`src/hdl/command_packet_deframer_assert.svh`:
```
// ---------------------------------------------------------------------------
// Assertion macros for the command packet deframer
// Concurrent checks clocked on clk and held off while rst_n is low.
// ---------------------------------------------------------------------------
`ifndef COMMAND_PACKET_DEFRAMER_ASSERT_SVH
`define COMMAND_PACKET_DEFRAMER_ASSERT_SVH

`ifndef ASSERT_OFF
`define CPD_ASSERT(lbl, prop) \
  lbl: assert property (@(posedge clk) disable iff (!rst_n) (prop)) \
    else $error("deframer assertion failed");
`define CPD_ASSERT_NEVER(lbl, cond) \
  lbl: assert property (@(posedge clk) disable iff (!rst_n) !(cond)) \
    else $error("deframer forbidden condition seen");
`else
`define CPD_ASSERT(lbl, prop)
`define CPD_ASSERT_NEVER(lbl, cond)
`endif

`endif

```
`src/hdl/cpd_pkg.sv`:
```
// ---------------------------------------------------------------------------
// cpd_pkg
// Constants and types shared by the command packet deframer modules.
// ---------------------------------------------------------------------------
package cpd_pkg;

  localparam logic [7:0] START_MARK  = 8'hAA;
  localparam logic [7:0] END_MARK    = 8'hFC;
  localparam logic [7:0] NODE_ID_RST = 8'h01;
  localparam logic [8:0] HDR_BYTES   = 9'd5;

  // Header byte positions within a frame.
  localparam logic [8:0] POS_START = 9'd0;
  localparam logic [8:0] POS_ID    = 9'd1;
  localparam logic [8:0] POS_TYPE  = 9'd2;
  localparam logic [8:0] POS_LEN   = 9'd3;

  typedef struct packed {
    logic [7:0] data_byte;
    logic [8:0] byte_position;
    logic       frame_end;
    logic       frame_ok;
    logic [7:0] command_code;
    logic [7:0] payload_length;
  } cpd_result_t;

endpackage

```
`src/hdl/cpd_in_stage.sv`:
```
// ---------------------------------------------------------------------------
// cpd_in_stage
// Input register: holds one received byte until the framer consumes it.
// ---------------------------------------------------------------------------
module cpd_in_stage (
  input  logic       clk,
  input  logic       rst_n,
  input  logic       up_valid,
  output logic       up_stall,
  input  logic [7:0] up_byte,
  output logic       dn_valid,
  input  logic       dn_stall,
  output logic [7:0] dn_byte
);

  logic       valid_r;
  logic [7:0] byte_r;
  logic       load;

  assign load     = !valid_r || !dn_stall;
  assign up_stall = !load;
  assign dn_valid = valid_r;
  assign dn_byte  = byte_r;

  always_ff @(posedge clk) begin
    if (!rst_n) begin
      valid_r <= 1'b0;
    end else if (load) begin
      valid_r <= up_valid;
    end
  end

  always_ff @(posedge clk) begin
    if (load && up_valid) begin
      byte_r <= up_byte;
    end
  end

endmodule

```
`src/hdl/cpd_frame_ctrl.sv`:
```
// ---------------------------------------------------------------------------
// cpd_frame_ctrl
// Frame position counter, header capture and end-of-frame checks.
// ---------------------------------------------------------------------------
`include "command_packet_deframer_assert.svh"

module cpd_frame_ctrl
  import cpd_pkg::*;
(
  input  logic        clk,
  input  logic        rst_n,
  input  logic        cfg_we,
  input  logic [7:0]  cfg_node_id,
  input  logic        advance,
  input  logic [7:0]  rx_byte,
  output cpd_result_t result
);

  logic [7:0] node_id_r;
  logic [8:0] cnt_r, cnt_nxt;
  logic [8:0] total_r, total_nxt;
  logic [7:0] first_r, first_nxt;
  logic [7:0] id_r, id_nxt;
  logic [7:0] type_r, type_nxt;
  logic [7:0] len_r, len_nxt;
  logic [8:0] next_pos;
  logic       last;

  assign next_pos = cnt_r + 9'd1;
  assign last     = (next_pos == total_r);

  // Header capture; the captured value is visible to this same byte's checks.
  always_comb begin
    first_nxt = first_r;
    id_nxt    = id_r;
    type_nxt  = type_r;
    len_nxt   = len_r;
    unique case (cnt_r)
      POS_START: first_nxt = rx_byte;
      POS_ID:    id_nxt    = rx_byte;
      POS_TYPE:  type_nxt  = rx_byte;
      POS_LEN:   len_nxt   = rx_byte;
      default: ;
    endcase
  end

  always_comb begin
    if (last) begin
      cnt_nxt   = '0;
      total_nxt = HDR_BYTES;
    end else begin
      cnt_nxt   = next_pos;
      total_nxt = total_r;
      if (cnt_r == POS_LEN) begin
        total_nxt = HDR_BYTES + {1'b0, rx_byte};
      end
    end
  end

  always_comb begin
    result.data_byte      = rx_byte;
    result.byte_position  = cnt_r;
    result.frame_end      = last;
    result.frame_ok       = last && (first_nxt == START_MARK) && (rx_byte == END_MARK)
                            && (id_nxt == node_id_r);
    result.command_code   = last ? type_nxt : 8'd0;
    result.payload_length = last ? len_nxt : 8'd0;
  end

  always_ff @(posedge clk) begin
    if (!rst_n) begin
      node_id_r <= NODE_ID_RST;
      cnt_r     <= '0;
      total_r   <= HDR_BYTES;
      first_r   <= '0;
      id_r      <= '0;
      type_r    <= '0;
      len_r     <= '0;
    end else begin
      if (cfg_we) begin
        node_id_r <= cfg_node_id;
      end
      if (advance) begin
        cnt_r   <= cnt_nxt;
        total_r <= total_nxt;
        first_r <= first_nxt;
        id_r    <= id_nxt;
        type_r  <= type_nxt;
        len_r   <= len_nxt;
      end
    end
  end

  // A frame is never shorter than its header and trailer, nor longer than 260 bytes.
  `CPD_ASSERT(a_total_range, (total_r >= HDR_BYTES) && (total_r <= 9'd260))
  // The counter always stays inside the current frame.
  `CPD_ASSERT(a_cnt_in_frame, cnt_r < total_r)
  // Finishing a frame restarts the counter at the start byte.
  `CPD_ASSERT(a_restart, advance && last |=> (cnt_r == '0) && (total_r == HDR_BYTES))
  // Length byte sets the frame size from the received byte.
  `CPD_ASSERT(a_len_sets_total,
              advance && (cnt_r == POS_LEN) |=> total_r == HDR_BYTES + {1'b0, $past(rx_byte)})

endmodule

```
`src/hdl/cpd_out_stage.sv`:
```
// ---------------------------------------------------------------------------
// cpd_out_stage
// Result register: holds a finished result item until the consumer takes it.
// ---------------------------------------------------------------------------
module cpd_out_stage
  import cpd_pkg::*;
(
  input  logic        clk,
  input  logic        rst_n,
  input  logic        up_valid,
  output logic        up_stall,
  input  cpd_result_t up_result,
  output logic        dn_valid,
  input  logic        dn_stall,
  output cpd_result_t dn_result
);

  logic        valid_r;
  cpd_result_t result_r;
  logic        load;

  assign load      = !valid_r || !dn_stall;
  assign up_stall  = !load;
  assign dn_valid  = valid_r;
  assign dn_result = result_r;

  always_ff @(posedge clk) begin
    if (!rst_n) begin
      valid_r <= 1'b0;
    end else if (load) begin
      valid_r <= up_valid;
    end
  end

  always_ff @(posedge clk) begin
    if (load && up_valid) begin
      result_r <= up_result;
    end
  end

endmodule

```
`src/hdl/command_packet_deframer.sv`:
```
// ---------------------------------------------------------------------------
// command_packet_deframer
// Splits a received byte stream into start/id/type/length/payload/end frames.
// ---------------------------------------------------------------------------
// Every accepted byte yields one result item carrying the byte and its position
// in the frame; frames run back to back with no search for a start marker, and
// a frame lasts length byte + 5 bytes. On the end byte the item also reports
// whether the 0xAA start marker, the 0xFC end marker and the node id matched,
// plus the command type and payload length. The block takes one byte per
// cycle unless out_stall holds it; the counter update and compare sit between
// the input register and the result register.
// Write node_id (reset value 1) only while no item is in flight.
module command_packet_deframer
  import cpd_pkg::*;
(
  input  logic       clk,
  input  logic       rst_n,
  input  logic       in_valid,
  output logic       in_stall,
  input  logic [7:0] in_rx_byte,
  output logic       out_valid,
  input  logic       out_stall,
  output logic [7:0] out_data_byte,
  output logic [8:0] out_byte_position,
  output logic       out_frame_end,
  output logic       out_frame_ok,
  output logic [7:0] out_command_code,
  output logic [7:0] out_payload_length,
  input  logic       cfg_valid,
  output logic       cfg_ready,
  input  logic [7:0] cfg_node_id
);

  logic        s1_valid;
  logic        s1_stall;
  logic [7:0]  s1_byte;
  logic        advance;
  cpd_result_t s1_result;
  cpd_result_t out_result;

  assign cfg_ready = 1'b1;
  assign advance   = s1_valid && !s1_stall;

  cpd_in_stage u_in_stage (
    .clk      (clk),
    .rst_n    (rst_n),
    .up_valid (in_valid),
    .up_stall (in_stall),
    .up_byte  (in_rx_byte),
    .dn_valid (s1_valid),
    .dn_stall (s1_stall),
    .dn_byte  (s1_byte)
  );

  cpd_frame_ctrl u_frame_ctrl (
    .clk         (clk),
    .rst_n       (rst_n),
    .cfg_we      (cfg_valid && cfg_ready),
    .cfg_node_id (cfg_node_id),
    .advance     (advance),
    .rx_byte     (s1_byte),
    .result      (s1_result)
  );

  cpd_out_stage u_out_stage (
    .clk       (clk),
    .rst_n     (rst_n),
    .up_valid  (s1_valid),
    .up_stall  (s1_stall),
    .up_result (s1_result),
    .dn_valid  (out_valid),
    .dn_stall  (out_stall),
    .dn_result (out_result)
  );

  assign out_data_byte      = out_result.data_byte;
  assign out_byte_position  = out_result.byte_position;
  assign out_frame_end      = out_result.frame_end;
  assign out_frame_ok       = out_result.frame_ok;
  assign out_command_code   = out_result.command_code;
  assign out_payload_length = out_result.payload_length;

endmodule
```
`config.mk`:
```
export PLATFORM = sky130hd
export DESIGN_NAME = command_packet_deframer
export DESIGN_NICKNAME = d
export VERILOG_FILES = /design/src/hdl/cpd_pkg.sv /design/src/hdl/cpd_in_stage.sv /design/src/hdl/cpd_frame_ctrl.sv /design/src/hdl/cpd_out_stage.sv /design/src/hdl/command_packet_deframer.sv
export VERILOG_INCLUDE_DIRS = /design/src /design/src/hdl
export SDC_FILE = /design/constraint.sdc
export NUM_CORES = 1
export LEC_CHECK = 0
export ABC_AREA = 1
export BUFFER_PORTS_ARGS = -buffer_cell sky130_fd_sc_hd__buf_2
export CAP_MARGIN = 10
export CORE_MARGIN = 8
export CORE_UTILIZATION = 50
export CTS_BUF_LIST = sky130_fd_sc_hd__clkbuf_4
export CTS_CLUSTER_DIAMETER = 40
export DETAILED_ROUTE_END_ITERATION = 10
export GPL_ROUTABILITY_DRIVEN = 0
export GPL_TIMING_DRIVEN = 0
export MAX_ROUTING_LAYER = met4
export PLACE_DENSITY = 0.7
export SKIP_CTS_REPAIR_TIMING = 1
export SYNTH_ARGS = -nofsm -noshare
export SYNTH_HDL_FRONTEND = slang
export SYNTH_SLANG_ARGS = --single-unit
```
`constraint.sdc`:
```
create_clock -name clk -period 4.1 [get_ports clk]
set_input_delay 0.615 -clock clk [delete_from_list [all_inputs] [get_ports clk]]
set_output_delay 0.615 -clock clk [all_outputs]
set_load 0.03 [all_outputs]
```
* Word-level counts from Yosys, hierarchy flattened
Index checks and enable logic that the tools add are counted.
Word-level totals: input bits 21, register bits after elaboration 103, output and inout port bits 38, logic and storage cells 46
Operators by class: eq/ne operators 7, add/sub/neg operators 2, reductions and logical operators 14, multiplexer cells 7
Operator list (number):
- $mux 8 | 4
- $mux 9 | 3
- $eq 9x2->1 const B | 2
- $eq 8x8->1 const B | 2
- $add 3x8->9 const A | 1
- $add 9x1->9 const B | 1
- $eq 9x1->1 const B | 1
- $eq 9x9->1 | 1
- $logic_not 9->1 | 1
- $eq 8x8->1 | 1
- $logic_and 1x1->1 | 5
- $logic_not 1->1 | 4
- $logic_or 1x1->1 | 2
- $reduce_and 2->1 | 1
- $reduce_bool 2->1 | 1

* Depth between registers and ports, before layout
depth after elaboration 6, mapped depth 15, gate-level depth less buffers 15

* Cells and area by module
Synthesis repeated with hierarchy kept, for this count alone.
Unflattened totals: cells, all modules 589, area, all modules 4877.2 sq um
Modules (own cells, without submodules):
- cpd_frame_ctrl | area an instance 3459.6 sq um, instances 1, sequential area each 1161.1 sq um, cells each 528
- cpd_out_stage | area an instance 1103.6 sq um, instances 1, sequential area each 1071.0 sq um, cells each 42
- cpd_in_stage | area an instance 292.8 sq um, instances 1, sequential area each 260.2 sq um, cells each 15
- command_packet_deframer | area an instance 21.3 sq um, instances 1, sequential area each 0.0 sq um, cells each 4

* Worst setup path after synthesis
Ideal clock, no wire load.
path kind in2reg, start point in out_stall, end point reg u_frame_ctrl.total_r[0], slack 1.272 ns, stages 7, required time 4.032 ns, buffers on the path 2, data arrival time 2.760 ns, cells stage by stage nand2_1 > inv_1 > nor2_2 > clkbuf_1 > buf_1 > o21ai_0 > nand3_1
On the way: cells in the longest elaborated chain, start to end 4
Ends and longest elaborated chain:
- start: declaration | line command_packet_deframer.sv:22 | input logic out_stall,
- $logic_not 1->1 | line cpd_out_stage.sv:22 | assign load = !valid_r || !dn_stall;
- $logic_or 1x1->1 | line cpd_out_stage.sv:22
- $logic_and 1x1->1 | line command_packet_deframer.sv:42 | assign advance = s1_valid && !s1_stall;
- via advance | line command_packet_deframer.sv:37 | logic advance;
- $reduce_and 2->1 (no source line)
- end signal: assignment | line cpd_frame_ctrl.sv:85 | total_r <= total_nxt;
- end: declaration | line cpd_frame_ctrl.sv:21 | logic [8:0] total_r, total_nxt;
The timed path passes the listed nets, and every way through them passes these cells. A chain may end at the register's enable or synchronous reset.

==> results.py <==
metrics = {
    "outcome": {
        "status": "finished, final reports clean",
    },
    "floorplanning": {
        "coreArea_um2": 9640,
        "die_area_um2": 13200,
        "fp-row-count": 36,
        "io_pins": 59,
        "initial_core_util_pct": 50.7,
        "die_w_um": 115,
        "die_h_um": 115,
    },
    "cts": {
        "clk_pin_slew_ns": 0.15,
        "htree_num_levels": 3,
        "cts_tree": "yes",
        "cts_num_sinks": 103,
        "clk_path_buf_depth": 2,
        "cts-root-buf": "clkbuf_4",
        "cts_made_buffers": 9,
        "insertion_delay_ns": 0.46,
    },
    "timing": {
        "tightest_slew_ns": 0.636,
        "setup_tns_ns": 0,
        "worst_slew_margin_rel_pct": 57.6,
        "max_freq_mhz": 438,
        "finalSetupViolCount": 0,
        "setup_ws_ns": 1.82,
        "rsz0062_at_grt": "no",
        "fin_crit_ns": 2.28,
        "skew_ns": 0.0153,
        "hold_viol": 0,
        "slew_violations": 0,
        "hold_slack_ns": 0.319,
        "min_period_over_period_pct": 55.6,
    },
    "worst_setup_path": {
        "worstSetupPathType": "reg -> reg",
        "startpoint_type": "flip-flop",
        "worst-path-max-fanout": 8,
        "cp.required_ns": 4.40,
        "crit_arrival_ns": 2.58,
        "endpoint_kind": "flip-flop",
        "regToRegEndpoint": "u_out_stage.dn_result[16]",
        "cp-endpoint": "u_out_stage.dn_result[16]",
        "r2r_cells": 11,
        "reg2reg_slack_ns": 1.82,
        "rr_startpoint": "u_frame_ctrl.cnt_r[0]",
        "crit_start": "u_frame_ctrl.cnt_r[0]",
    },
    "logic_synthesis": {
        "synth_cell_types": 36,
        "synth_top_flop_cell": "dfxtp_1",
        "yosys.area_share.simple_pct": 24.9,
        "synth_adder_area_share_pct": 1.54,
        "synth_mux_area_share_pct": 0.410,
        "synth.avg_cell_area_um2": 8.30,
        "async_flop_share_pct": 0,
        "synth_xor_area_share_pct": 1.43,
        "synth_compound_area_share_pct": 11.0,
        "ys_warn_count": 0,
        "synth_top_family_by_area": "simple AND/OR/NAND/NOR gates",
        "synth_fp_nets": 616,
        "synth-seq-cells": 103,
        "synth_area_um2": 4890,
        "synth_edf_count": 43,
        "synthCells": 589,
        "yosysSeqAreaShare_pct": 51.0,
    },
    "global_routing": {
        "grt_pass1_wl_um": 18900,
        "grt_pass1_vias": 3984,
        "grt-ovfl-total": 0,
        "grt_usage_pct": 18.8,
        "antenna_found_initial": 0,
        "grt_max_degree": 25,
    },
    "final_layout": {
        "layout.nets": 684,
        "fillers": 893,
        "final_common_cell": "nand2_1",
        "multi_input_area_um2": 1920,
        "drive_gt1_share_pct": 16.9,
        "areaGrowthSynthToFinish_pct": 12.4,
        "layout_common_cells": "130 x nand2_1, 86 x inv_1, 60 x dfxtp_1, 59 x buf_2, 53 x nor2_1",
        "insertedDiodeCount": 0,
        "register_area_um2": 2490,
    },
    "min_path": {
        "hp-class": "in -> reg",
        "hold_depth": 1,
    },
    "job": {
        "max_cap_violations": 0,
    },
    "pwr": {
        "intPower_mw": 1.39,
        "p_sw_share_pct": 27.8,
        "irDropWorstVdd_uv": 213,
        "p_sw_mw": 0.537,
        "clkPwrFrac_pct": 27.2,
        "power_leakage_nw": 2.43,
        "power.share.sequential_pct": 59.3,
        "pwr-share-comb_pct": 13.6,
        "powerDensity_nw_per_um2": 352,
        "power_mw": 1.93,
    },
    "route": {
        "wl_um": 11400,
        "dr.pass1.iters": 6,
        "detail_route.vias_per_cell": 5.08,
        "vias": 4041,
        "dr.first_iter.drc_count": 358,
        "wl_per_cell_um": 14.4,
        "drtAntennaViolNets": 0,
        "drcViolationCount": 0,
    },
    "placement": {
        "dp_slack_ns": 1.47,
        "place_hpwl_um": 8340,
        "io_buffers": 56,
    },
}
[worst min-delay path by stage]
| stage | startpoint | to | slack (ns) |
|---|---|---|---|
| 6_report | in_rx_byte[6] | u_in_stage.dn_byte[6] | 0.32 |
| 5_1_grt | in_rx_byte[0] | u_in_stage.dn_byte[0] | 0.29 |
| 4_1_cts | in_rx_byte[6] | u_in_stage.dn_byte[6] | 0.30 |
| 3_5_place_dp | u_in_stage.dn_byte[6] | u_out_stage.dn_result[33] | 0.46 |
| 3_3_place_gp | u_in_stage.dn_byte[6] | u_out_stage.dn_result[33] | 0.44 |
| 2_1_floorplan | u_in_stage.dn_byte[6] | u_out_stage.dn_result[33] | 0.42 |
[sequential cells by signal (all words and copies together), names as in the netlist]
name / flops
u_frame_ctrl.cnt_r: 9
u_out_stage.dn_result: 35
u_frame_ctrl.id_r: 8
u_frame_ctrl.node_id_r: 8
u_in_stage.dn_byte: 8
u_in_stage.dn_valid: 1
u_frame_ctrl.total_r: 9
u_frame_ctrl.type_r: 8
u_frame_ctrl.len_r: 8
u_frame_ctrl.first_r: 8
u_out_stage.dn_valid: 1
[Yosys cell counts (all sizes together) (7+ instances only)]
cell / n / area, um^2
o211ai: 21 / 158
nor2: 69 / 349
nand4: 13 / 81.3
nand2: 134 / 523
dfxtp: 60 / 1200
clkbuf: 14 / 52.6
edfxtp: 43 / 1290
xor2: 7 / 61.3
a21oi: 33 / 169
nand3: 35 / 203
inv: 89 / 334
o21ai: 41 / 213
buf: 11 / 77.6
[worst max-delay path, stage by stage (launching register included)]
cell,delay (ns)
dfxtp_1,0.47
inv_1,0.17
ha_1,0.35
xnor2_1,0.14
nand2_1,0.07
nor2_1,0.12
nand3_1,0.10
nor2_2,0.13
nand3_4,0.14
inv_1,0.16
nand4_1,0.11
nor2_1,0.17
[final cells by class]
class	instances	area share [%]
sequential	103	45.4
multi-input combinational	370	35.0
inverter	91	6.22
timing repair buffer	57	5.60
tap	133	3.03
buffer	25	2.39
clock buffer	11	1.50
clock inverter	5	0.911
[logic make-up (layout without fill, tap and decap cells)]
kind of cell,after synthesis,after routing
and+or+nand+nor,258,258
other,1,1
muxes,2,2
AOI/OAI and AO/OA,95,95
DFF,103,103
buffers and inverters,116,189
xor gates and xnor gates,8,8
adders and majority gates,6,6
[per-stage QoR]
step                      instance area [um^2]  utilization [%]  cells
after floorplan                           4890                -    589
after global placement                    5330             55.3    778
after detailed placement                  5360             55.6    779
after CTS                                 5500             57.0    795
after global routing                      5500             57.0    795
final                                     5500             57.0    795
[routing by layer]
layer | part of all wire (%) | vias to the layer above | track usage [%]
li1 | - | 2038 | -
met2 | 46 | 131 | 29.9
met5 | 0 | - | -
met3 | 6.3 | 31 | 3.94
met1 | 45 | 1841 | 22.4
met4 | 2.8 | 0 | 8.67
[power by group through the flow]
stage / sequential [mW] / combinational, mW / clock [mW]
3_3_place_gp: 1.17 / 0.251 / 0
5_1_grt: 1.15 / 0.292 / 0.581
2_1_floorplan: 1.19 / 0.159 / 0
3_5_place_dp: 1.17 / 0.261 / 0
6_report: 1.15 / 0.262 / 0.525
4_1_cts: 1.14 / 0.261 / 0.535
Power figures use the tool's default switching activity.
